<file path="src/rtl/core/psrl_pkg.sv">
// Shared types and constants of the per-source connection rate limiter.
package psrl_pkg;

   typedef struct packed {
      logic [31:0] client_ip;
      logic [47:0] now_ms;
   } req_type;

   typedef struct packed {
      logic accept;
      logic untracked;
   } rsp_type;

   localparam int unsigned CSR_INDEX_BITS = 3;
   localparam int unsigned CSR_DATA_BITS  = 16;

   typedef enum logic [CSR_INDEX_BITS-1:0] {
      CSR_WINDOW      = 3'd0,
      CSR_FAST_WINDOW = 3'd1,
      CSR_BURST_LIMIT = 3'd2,
      CSR_BLOCK       = 3'd3,
      CSR_BLOCK_EXT   = 3'd4
   } csr_index_type;

   localparam logic [15:0] WINDOW_MS_RESET          = 16'd5000;
   localparam logic [15:0] FAST_WINDOW_MS_RESET     = 16'd500;
   localparam logic [7:0]  BURST_LIMIT_RESET        = 8'd5;
   localparam logic [15:0] BLOCK_MS_RESET           = 16'd3000;
   localparam logic [15:0] BLOCK_EXTENSION_MS_RESET = 16'd250;

   typedef enum logic {
      ALU_SUB,
      ALU_ADD_SAT
   } alu_op_type;

endpackage

</file>
<file path="src/rtl/core/psrl_alu.sv">
// Shared time adder/subtractor: saturating add or plain subtract, with a carry flag.
module psrl_alu
   import psrl_pkg::*;
#(
   parameter int unsigned WIDTH = 48
) (
   input  alu_op_type       op,
   input  logic [WIDTH-1:0] a,
   input  logic [WIDTH-1:0] b,
   output logic [WIDTH-1:0] result,
   output logic             carry
);

   logic [WIDTH-1:0] b_x;
   logic             cin;
   logic [WIDTH:0]   sum;

   always_comb begin
      b_x = (op == ALU_SUB) ? ~b : b;
      cin = (op == ALU_SUB);
   end

   assign sum   = {1'b0, a} + {1'b0, b_x} + {{WIDTH{1'b0}}, cin};
   // add: carry means overflow; sub: carry means a >= b (no borrow)
   assign carry = sum[WIDTH];

   always_comb begin
      if (op == ALU_ADD_SAT && sum[WIDTH]) begin
         result = {WIDTH{1'b1}};
      end else begin
         result = sum[WIDTH-1:0];
      end
   end

endmodule

</file>
<file path="config.mk">
export PLATFORM = sky130hd
export DESIGN_NAME = psrl_alu
export DESIGN_NICKNAME = d
export VERILOG_FILES = /design/src/rtl/core/psrl_pkg.sv /design/src/rtl/core/psrl_alu.sv
export SDC_FILE = /design/constraint.sdc
export NUM_CORES = 1
export LEC_CHECK = 0
export BUFFER_PORTS_ARGS = -buffer_cell sky130_fd_sc_hd__buf_2
export CORE_UTILIZATION = 46
export DETAILED_ROUTE_END_ITERATION = 7
export GPL_ROUTABILITY_DRIVEN = 0
export GPL_TIMING_DRIVEN = 0
export PLACE_DENSITY = 0.92
export SYNTH_ARGS = -nofsm -noshare
export SYNTH_HDL_FRONTEND = slang
export SYNTH_SLANG_ARGS = --single-unit
</file>
<file path="constraint.sdc">
create_clock -name vclk -period 4.9
set_clock_uncertainty 0.1 [all_clocks]
set_input_delay 0.98 -clock vclk [all_inputs]
set_output_delay 0.98 -clock vclk [all_outputs]
set_load 0.01 [all_outputs]
</file>
==> results.md, run 1 <==
* Final worst path period share at 1.07
* Fill cell count at 469
* Synth Area in XOR/XNOR at 0.226
* Critical Path RT at ~3.8 ns
* Register area share after synthesis at 0
* Cell family with most CP delay: compound AO/OA/AOI/OAI gates
* Post-Route WL at 14.3 mm
* Lkg Pwr at about 2.6 nW
* GR Util All Layers at 0.320
* GR Layer Usage met3 at 0.0283
* Tmin final at 5.23 ns
* Register area at 0 µm²
* Failing checks: setup timing
* Critical Path Sink: result[40]
* Slew headroom at 0.649
* Crit path DAT at 4.15 ns
* Routed Antenna Nets at 0
* Avg Cell Area, Syn at 6.85 µm²
* Share of the synthesized area in the top cell type at 0.183
* Synth Area in Compound Gates at 0.306
* Crit path launch: op
* Chip Height at 88.1 µm
* Cell Rows at 31
* Post-synthesis mux area share at 0
* Drt first pass iters at 6
* FMAX at 191 MHz
* Buffers on Ports at between 100 and 150
* Boundary Pins at 146
* Clock buffers at 0
* Worst Setup Start Kind: primary input
* Ys Warns at 0
* Cell Chain, Critical Path: clkbuf_16 -> buf_4 -> xnor2_1 -> ha_1 -> a21o_1 -> a211oi_2 -> nand2_2 -> a31o_4 -> a41o_4 -> a31o_4 -> buf_4 -> a21boi_0 -> xnor2_1 -> nand2_4 -> buf_6
* Yosys cell types at 58
* Met1 Use GR at 0.364
* Average wire per standard cell at approximately 19 µm
* Post-Synth Simple-Gate Area at 0.236
* Layout area overhead at 64.8%
* Final setup fails at 48
* Worst slew pin tran at about 0.52 ns
* Syn nets at 646
* Global-route track usage on met2 at 0.591
* DR vias at 4769
* Num sequential at 0
* DP Wirelength at about 9 mm
* Worst IR Drop VDD at 0.164 mV
* Slew Limit Fails at 0
* Worst path buffer plus inverter count at 4
* Type of element capturing the critical path: output port
* Congestion Overflow GR at 0
* Antenna Cells at 0
* PD cells at between 200 and 300 nW/µm²
* Multi-input logic area at 3920 µm²
* Slack of the critical path at -0.332 ns
* WHS at 2.20 ns
* Max_cap viols at 0
* Initial drt markers at 301
* Drt via density at 6.18
* Global-route wire length before repair at 20.0 mm
* Total power at 1.53 mW
* Cell taking the most area after synthesis: ha_1
* CP max-delay cell: ha_1
* Final Hold Viols at 0
* Hold/Removal Path Class: primary input to output port
* Core ar. at about 7000 µm²
* Hold buffers post-CTS at 0
* Die ar. at 7770 µm²
* Post-synth design cell area at 3410 µm²
* RSZ-0062 raised after global routing: true
* Starting density of the core at 0.473
* Combinational family with the most area after synthesis: compound AO/OA/AOI/OAI gates
* Commonest non-fill, non-tap cell in the layout: buf_2
* Ranking of synthesized cells by area: ha_1 18%, xnor2_1 18%, nand2_1 9.7%
* CP Class: primary input to output port
* DRC viols at 0
* Commonest cells after routing, fill and taps aside: 102 x buf_2, 64 x xnor2_1, 52 x a21oi_1, 48 x buf_6, 45 x ha_1
* Slowest stage delay, CP at 0.34 ns
* Run status: complete, but fails checks
* CP Depth at 15
* GR peak layer: met2
* Die X at about 88 µm
* Vias in the first global route at 4460
* Cell count after synthesis at 498
* Largest net degree at the start of global routing at 11
* Layout cells sized above 1 at 0.438
* Adder-cell area share of the yosys netlist at 0.189
* Crit path max fanout at 10
* Initial antenna violation count at 0
* Nets at just over 800
==> Yosys cell counts, drive strengths merged (2+ instances only) <==
| cell | n |
|---|---|
| nand2 | 88 |
| xnor2 | 69 |
| a21oi | 62 |
| ha | 50 |
| o21ai | 28 |
| nor2 | 25 |
| a21o | 21 |
| xor2 | 19 |
| buf | 13 |
| nor2b | 11 |
| inv | 10 |
| nor3 | 10 |
| nand3 | 8 |
| nand2b | 7 |
| a211oi | 5 |
| and3 | 5 |
| nand4 | 5 |
| nor4 | 5 |
| o21bai | 5 |
| o31ai | 5 |
| clkbuf | 4 |
| a21boi | 3 |
| a22o | 3 |
| and4 | 3 |
| a2111oi | 2 |
| a22oi | 2 |
| a311o | 2 |
| a311oi | 2 |
| a31o | 2 |
| a31oi | 2 |
| a41o | 2 |
| a41oi | 2 |
| and2 | 2 |
| o21a | 2 |
==> layout make-up <==
class                           instances  area share
Multi-Input combinational cell        471       0.697
Timing Repair Buffer                  176       0.236
Buffer                                 16      0.0387
Tap cell                               99      0.0220
Inverter                               10     0.00667
==> worst min-delay path by stage <==
stage / slack (ns) / end / depth (start not counted) / from
3_5_place_dp: 2.18 / result[0] / 4 / a[0]
2_1_floorplan: 2.01 / result[0] / 2 / a[0]
5_1_grt: 2.24 / result[0] / 4 / a[0]
6_report: 2.20 / result[0] / 4 / a[0]
4_1_cts: 2.18 / result[0] / 4 / a[0]
3_3_place_gp: 2.17 / result[0] / 4 / a[0]
==> tightest hold or removal path: stages <==
cell      delay (ns)
buf_2           0.08
nand2b_1        0.05
nand3_1         0.08
buf_2           0.13
==> cell families (layout without fill, tap and decap cells) <==
| family | after synthesis | in the layout |
|---|---|---|
| buf+inv | 27 | 202 |
| simple gates | 172 | 172 |
| xor+xnor | 88 | 88 |
| fa+ha+maj | 51 | 51 |
| compound gates | 160 | 160 |
==> power by group <==
part           internal [mW]  switching [mW]
Combinational          0.740           0.789
Clock                      0               0
Sequential                 0               0
Total                  0.740           0.789
==> what timing repair did <==
item | 4_1_cts | 5_1_grt
gates resized for setup | 129 | 114
setup buffers | 19 | 9
pin swaps | 19 | 34
cloned | 6 | 0
endpoints found under the setup margin | 49 | 48
==> through the flow <==
step	util	instance area [µm²]	setup slack [ns]	cells	setup TNS [ns]
floorplan	-	3440	0.0124	498	0
global placement	0.594	4290	-0.471	742	-15.72
detailed placement	0.594	4290	-0.639	742	-20.65
CTS	0.708	5110	-0.223	767	-7.91
global route	0.780	5630	-0.445	772	-15.19
finish	0.780	5630	-0.332	772	-9.00
==> layer usage <==
| metal | part of all wire | routed length [µm] | vias to the layer above |
|---|---|---|---|
| met2 | 0.52 | 7430 | 324 |
| met5 | 0 | 0 | - |
| met3 | 0.072 | 1030 | 83 |
| met1 | 0.36 | 5100 | 2212 |
| li1 | - | - | 2150 |
| met4 | 0.054 | 780 | 0 |
Power figures use the tool's default switching activity.
==> run 2: changes to the inputs <==
--- a/config.mk
+++ b/config.mk
@@ -6,11 +6,12 @@
 export NUM_CORES = 1
 export LEC_CHECK = 0
 export BUFFER_PORTS_ARGS = -buffer_cell sky130_fd_sc_hd__buf_2
+export CORE_ASPECT_RATIO = 0.75
 export CORE_UTILIZATION = 46
 export DETAILED_ROUTE_END_ITERATION = 7
 export GPL_ROUTABILITY_DRIVEN = 0
 export GPL_TIMING_DRIVEN = 0
-export PLACE_DENSITY = 0.92
+export PLACE_DENSITY = 0.93
 export SYNTH_ARGS = -nofsm -noshare
 export SYNTH_HDL_FRONTEND = slang
 export SYNTH_SLANG_ARGS = --single-unit
==> run 2 against run 1 <==
The run still ends with setup timing left; critical path depth fell by 2; cell count is 0.13% lower; fmax is 1.2% higher; wire length shrank 12%; flip-flop and latch count stayed put; hold slack worse by 0.020 ns; sequential share of layout area did not move; largest cell class unchanged; via count fell by 3.8%; worst setup slack gained 0.061 ns; power is 16% lower.
==> results.md, run 2 (synthesis results as in run 1) <==
* Die ar. at a little under 8000 µm²
* Max_cap viols at 0
* Commonest non-fill, non-tap cell in the layout: buf_2
* PD cells at between 200 and 300 nW/µm²
* Congestion Overflow GR at 0
* FMAX at 193 MHz
* Chip Height at 76.6 µm
* Buffers on Ports at 145
* WHS at 2.18 ns
* Vias in the first global route at just over 4000
* DR vias at 4589
* Drt first pass iters at 6
* Die X at about 100 µm
* Tmin final at around 5.2 ns
* Starting density of the core at 0.488
* Cell Rows at 26
* Final Hold Viols at 0
* Initial antenna violation count at 0
* Run status: complete, but fails checks
* Fill cell count at 511
* Worst Setup Start Kind: primary input
* Layout area overhead at 49.9%
* Finished Layout Cells at 771
* Critical Path RT at 3.82 ns
* Antenna Cells at 0
* Final instance area at 5120 µm²
* Crit path DAT at a little over 4 ns
* Global-route wire length before repair at about 19 mm
* Lkg Pwr at about 2.5 nW
* RSZ-0062 raised after global routing: true
* Boundary Pins at about 150
* Hold/Removal Path Class: primary input to output port
* Clock buffers at 0
* Layout cells sized above 1 at 0.370
* Drt via density at 5.95
* Type of element capturing the critical path: output port
* Slew Limit Fails at 0
* Commonest cells after routing, fill and taps aside: 122 x buf_2, 66 x xnor2_1, 64 x nand2_1, 56 x a21oi_1, 50 x ha_1
* Largest net degree at the start of global routing at 11
* Worst IR Drop VDD at roughly 0.16 mV
* Crit path launch: op
* CP Class: primary input to output port
* Hold_sp: a[0]
* Slack of the critical path at -0.271 ns
* Core ar. at 6990 µm²
* Total power at 1.28 mW
* Post-Route WL at 12.6 mm
* Slew headroom at 0.570
* Nets at between 800 and 900
* Num sequential at 0
* # placed instances at between 700 and 800
* Post-DP Area at 4280 µm²
* Final setup fails at 49
* Average wire per standard cell at 16.3 µm
* Final worst path period share at 1.06
* Routed Antenna Nets at 0
* Initial drt markers at 362
* Failing checks: setup timing
* Register area at 0 µm²
* DRC viols at 0
* GR Util All Layers at 0.291
* Worst slew pin tran at between 0.6 and 0.7 ns
* Fin Setup TNS at -10.34 ns
* Crit path max fanout at 10
* DP Wirelength at 9.06 mm
==> run 2: changes by cell type in the layout (fill, tap and decap cells not counted), moves of 4 or more <==
cell,change
buf_12,-8
ha_2,-5
nand2_1,+22
nand2_4,-26
a21oi_1,+4
buf_8,+4
a21oi_4,-4
buf_2,+20
nand2_2,+4
ha_1,+5
buf_6,-18
==> run 2: layout make-up <==
| class | instances | area (µm²) | share of cell area |
|---|---|---|---|
| Tap cell | 98 | 123 | 0.0240 |
| Multi-Input combinational cell | 471 | 3610 | 0.705 |
| Timing Repair Buffer | 175 | 1150 | 0.225 |
| Buffer | 17 | 201 | 0.0394 |
| Inverter | 10 | 37.5 | 0.00733 |
==> run 2: metal layers <==
layer | up-vias | share of wire | GRT usage
li1 | 2148 | - | -
met1 | 2048 | 0.40 | 0.376
met2 | 313 | 0.46 | 0.501
met3 | 80 | 0.083 | 0.0220
met4 | 0 | 0.054 | 0.106
met5 | - | 0 | 0
==> run 2: metrics by stage <==
step | setup slack [ns] | utilization
3_3_place_gp | -0.545 | 0.613
4_1_cts | -0.195 | 0.692
3_5_place_dp | -0.666 | 0.613
6_report | -0.271 | 0.732
2_1_floorplan | 0.0124 | -
5_1_grt | -0.359 | 0.732
==> run 2: what timing repair did <==
action                                  in CTS  in global routing
hold buffers                                 0                  0
pin swaps                                   14                 17
endpoints found under the setup margin      49                 49
hold endpoints to repair                     0                  0
gates cloned                                 4                  0
resized for setup                           87                 45
buffers inserted                            13                 14
==> run 2: power by group <==
part / internal, mW / switching (mW)
clock network: 0 / 0
logic: 0.600 / 0.680
registers: 0 / 0
total: 0.600 / 0.680
==> run 2: worst paths after layout <==
| check | endpoint | slack [ns] | cells after the start |
|---|---|---|---|
| max | result[37] | -0.27 | 13 |
| min | result[0] | 2.18 | 4 |
==> run 2: worst max-delay path, cell delays in order <==
cell and delay (ns):
clkbuf_16 0.13, clkbuf_4 0.22, xnor2_1 0.16, ha_1 0.47, and3_1 0.30, nand2_1 0.13, nor3_1 0.50, a21oi_4 0.10
or4b_4 0.56, buf_12 0.17, buf_8 0.15, nand2_2 0.09, buf_6 0.11
==> run 3: changes to the inputs <==
--- a/config.mk
+++ b/config.mk
@@ -6,12 +6,15 @@
 export NUM_CORES = 1
 export LEC_CHECK = 0
 export BUFFER_PORTS_ARGS = -buffer_cell sky130_fd_sc_hd__buf_2
+export CELL_PAD_IN_SITES_DETAIL_PLACEMENT = 0
+export CELL_PAD_IN_SITES_GLOBAL_PLACEMENT = 1
 export CORE_ASPECT_RATIO = 0.75
-export CORE_UTILIZATION = 46
+export CORE_MARGIN = 2
+export CORE_UTILIZATION = 31
 export DETAILED_ROUTE_END_ITERATION = 7
 export GPL_ROUTABILITY_DRIVEN = 0
 export GPL_TIMING_DRIVEN = 0
-export PLACE_DENSITY = 0.93
+export PLACE_DENSITY = 0.92
 export SYNTH_ARGS = -nofsm -noshare
 export SYNTH_HDL_FRONTEND = slang
 export SYNTH_SLANG_ARGS = --single-unit
==> run 3 against run 2 <==
The flow still finishes with violations (setup timing); utilization is 21 points lower; die area rose by 53%; via count fell by 2.4%; non-clock buffer count did not move; fmax increased by 0.22%; global-route usage down 9.5 points; wire length up 6.7%; first-iteration DRC count down 7.5%; count of clock-buffer cells in the layout did not move; flip-flop and latch count stayed put; worst setup slack better by 0.011 ns; cell area rose by 9.8%.
==> results.md, run 3 (synthesis results as in run 1) <==
* Run status: complete, but fails checks
* Failing checks: setup timing
* Final Hold Viols at 0
* Final worst path period share at 1.05
* Hold buffers post-CTS at 0
* Register area at 0 µm²
* Commonest non-fill, non-tap cell in the layout: buf_2
* Clock buffers at 0
* Die X at 125 µm
* Worst slew pin tran at 0.691 ns
* Layout cells sized above 1 at 0.422
* Crit path max fanout at 7
* Cell Rows at 33
* Type of element capturing the critical path: output port
* DP Wirelength at 9.86 mm
* GR Layer Usage met3 at 0.0136
* Global-route wire length before repair at 19.8 mm
* Post-Route WL at 13.4 mm
* Worst Setup Start Kind: primary input
* Starting density of the core at 0.316
* Logic gate share of total power at 1.000
* Total power at approximately 1.5 mW
* Num sequential at 0
* DRC viols at 0
* Clock share of power at 0
* GR Util All Layers at 0.196
* Flop pwr share at 0
* FMAX at 194 MHz
* Buffers on Ports at approximately 150
* RSZ-0062 raised after global routing: true
* Vias in the first global route at ~4100
* Slew headroom at 0.535
* Die ar. at 11900 µm²
* Boundary Pins at 146
* Initial drt markers at 335
* Tmin final at a little over 5 ns
* Routed Antenna Nets at 0
* Commonest cells after routing, fill and taps aside: 104 x buf_2, 67 x xnor2_1, 55 x a21oi_1, 49 x ha_1, 48 x buf_6
* Core ar. at 10800 µm²
* PD cells at 262 nW/µm²
* DR vias at around 4500
* Critical Path RT at 3.82 ns
* Finished Layout Cells at 813
* Initial antenna violation count at 0
* Nets at around 800
* Slew Limit Fails at 0
* Largest net degree at the start of global routing at 11
* Slack of the critical path at -0.260 ns
* Max_cap viols at 0
* Fill cell count at 1001
* Antenna Cells at 0
* Cell internal pwr at 0.724 mW
* Global-route track usage on met2 at 0.346
* Crit path DAT at 4.08 ns
* WHS at between 2 and 2.5 ns
* Hold/Removal Path Class: primary input to output port
* Met1 Use GR at 0.271
* Drt via density at between 5 and 6
* Net Switching at 0.747 mW
* Average wire per standard cell at 16.5 µm
* Final setup fails at 48
* # placed instances at a little under 800
* Layout area overhead at 64.6%
* GR peak layer: met2
* Switching Share at 0.508
* Multi-input logic area at just under 4000 µm²
* Worst IR Drop VDD at around 0.14 mV
* Drt first pass iters at 5
* CP Class: primary input to output port
* Lkg Pwr at about 2.6 nW
* Chip Height at roughly 95 µm
* Congestion Overflow GR at 0
==> run 3: critical path: stages <==
cell and delay, ns:
clkbuf_16 0.14, clkbuf_16 0.17, buf_8 0.13, xnor2_2 0.12, ha_1 0.31, buf_6 0.11, buf_6 0.10, a41oi_4 0.13
a211o_4 0.39, a2111oi_4 0.40, a211oi_2 0.13, a21oi_2 0.26, o2111ai_2 0.20, a21o_1 0.20, a22o_1 0.18, buf_2 0.14
==> run 3: power groups by stage <==
stage	Sequential, mW	Clock [mW]	Combinational, mW
final	0	0	1.47
after CTS	0	0	1.17
after global routing	0	0	1.58
after floorplan	0	0	0.667
after detailed placement	0	0	0.976
after global placement	0	0	0.958
==> run 3: path summary, 6_finish.rpt <==
kind,start,end,slack [ns],cells after the start
max,op,result[47],-0.26,16
min,a[0],result[0],2.20,4
==> run 3: metal layers <==
| layer | part of all wire | vias up |
|---|---|---|
| met4 | 0.018 | 0 |
| met5 | 0 | - |
| met1 | 0.45 | 2091 |
| met2 | 0.48 | 209 |
| li1 | - | 2151 |
| met3 | 0.053 | 26 |
==> run 3: per-stage QoR <==
step	util	TNS [ns]	worst slack (ns)	cell area [µm²]
final	0.519	-7.92	-0.260	5620
after global routing	0.519	-12.58	-0.313	5620
after CTS	0.455	-9.54	-0.226	4920
after global placement	0.401	-20.14	-0.743	4340
after detailed placement	0.401	-24.08	-0.774	4340
after floorplan	-	0	0.0124	3440
==> run 3: final cells by class <==
| cell class | count | share of cell area |
|---|---|---|
| inverter | 10 | 0.00668 |
| tap | 140 | 0.0312 |
| multi-input combinational | 471 | 0.686 |
| timing repair buffer | 176 | 0.240 |
| buffer | 16 | 0.0361 |
==> run 3: repair_timing <==
action / CTS / global route
pin swaps: 18 / 27
endpoints found under the setup margin: 49 / 49
setup buffers: 18 / 10
cloned: 2 / 4
resized for setup: 92 / 118
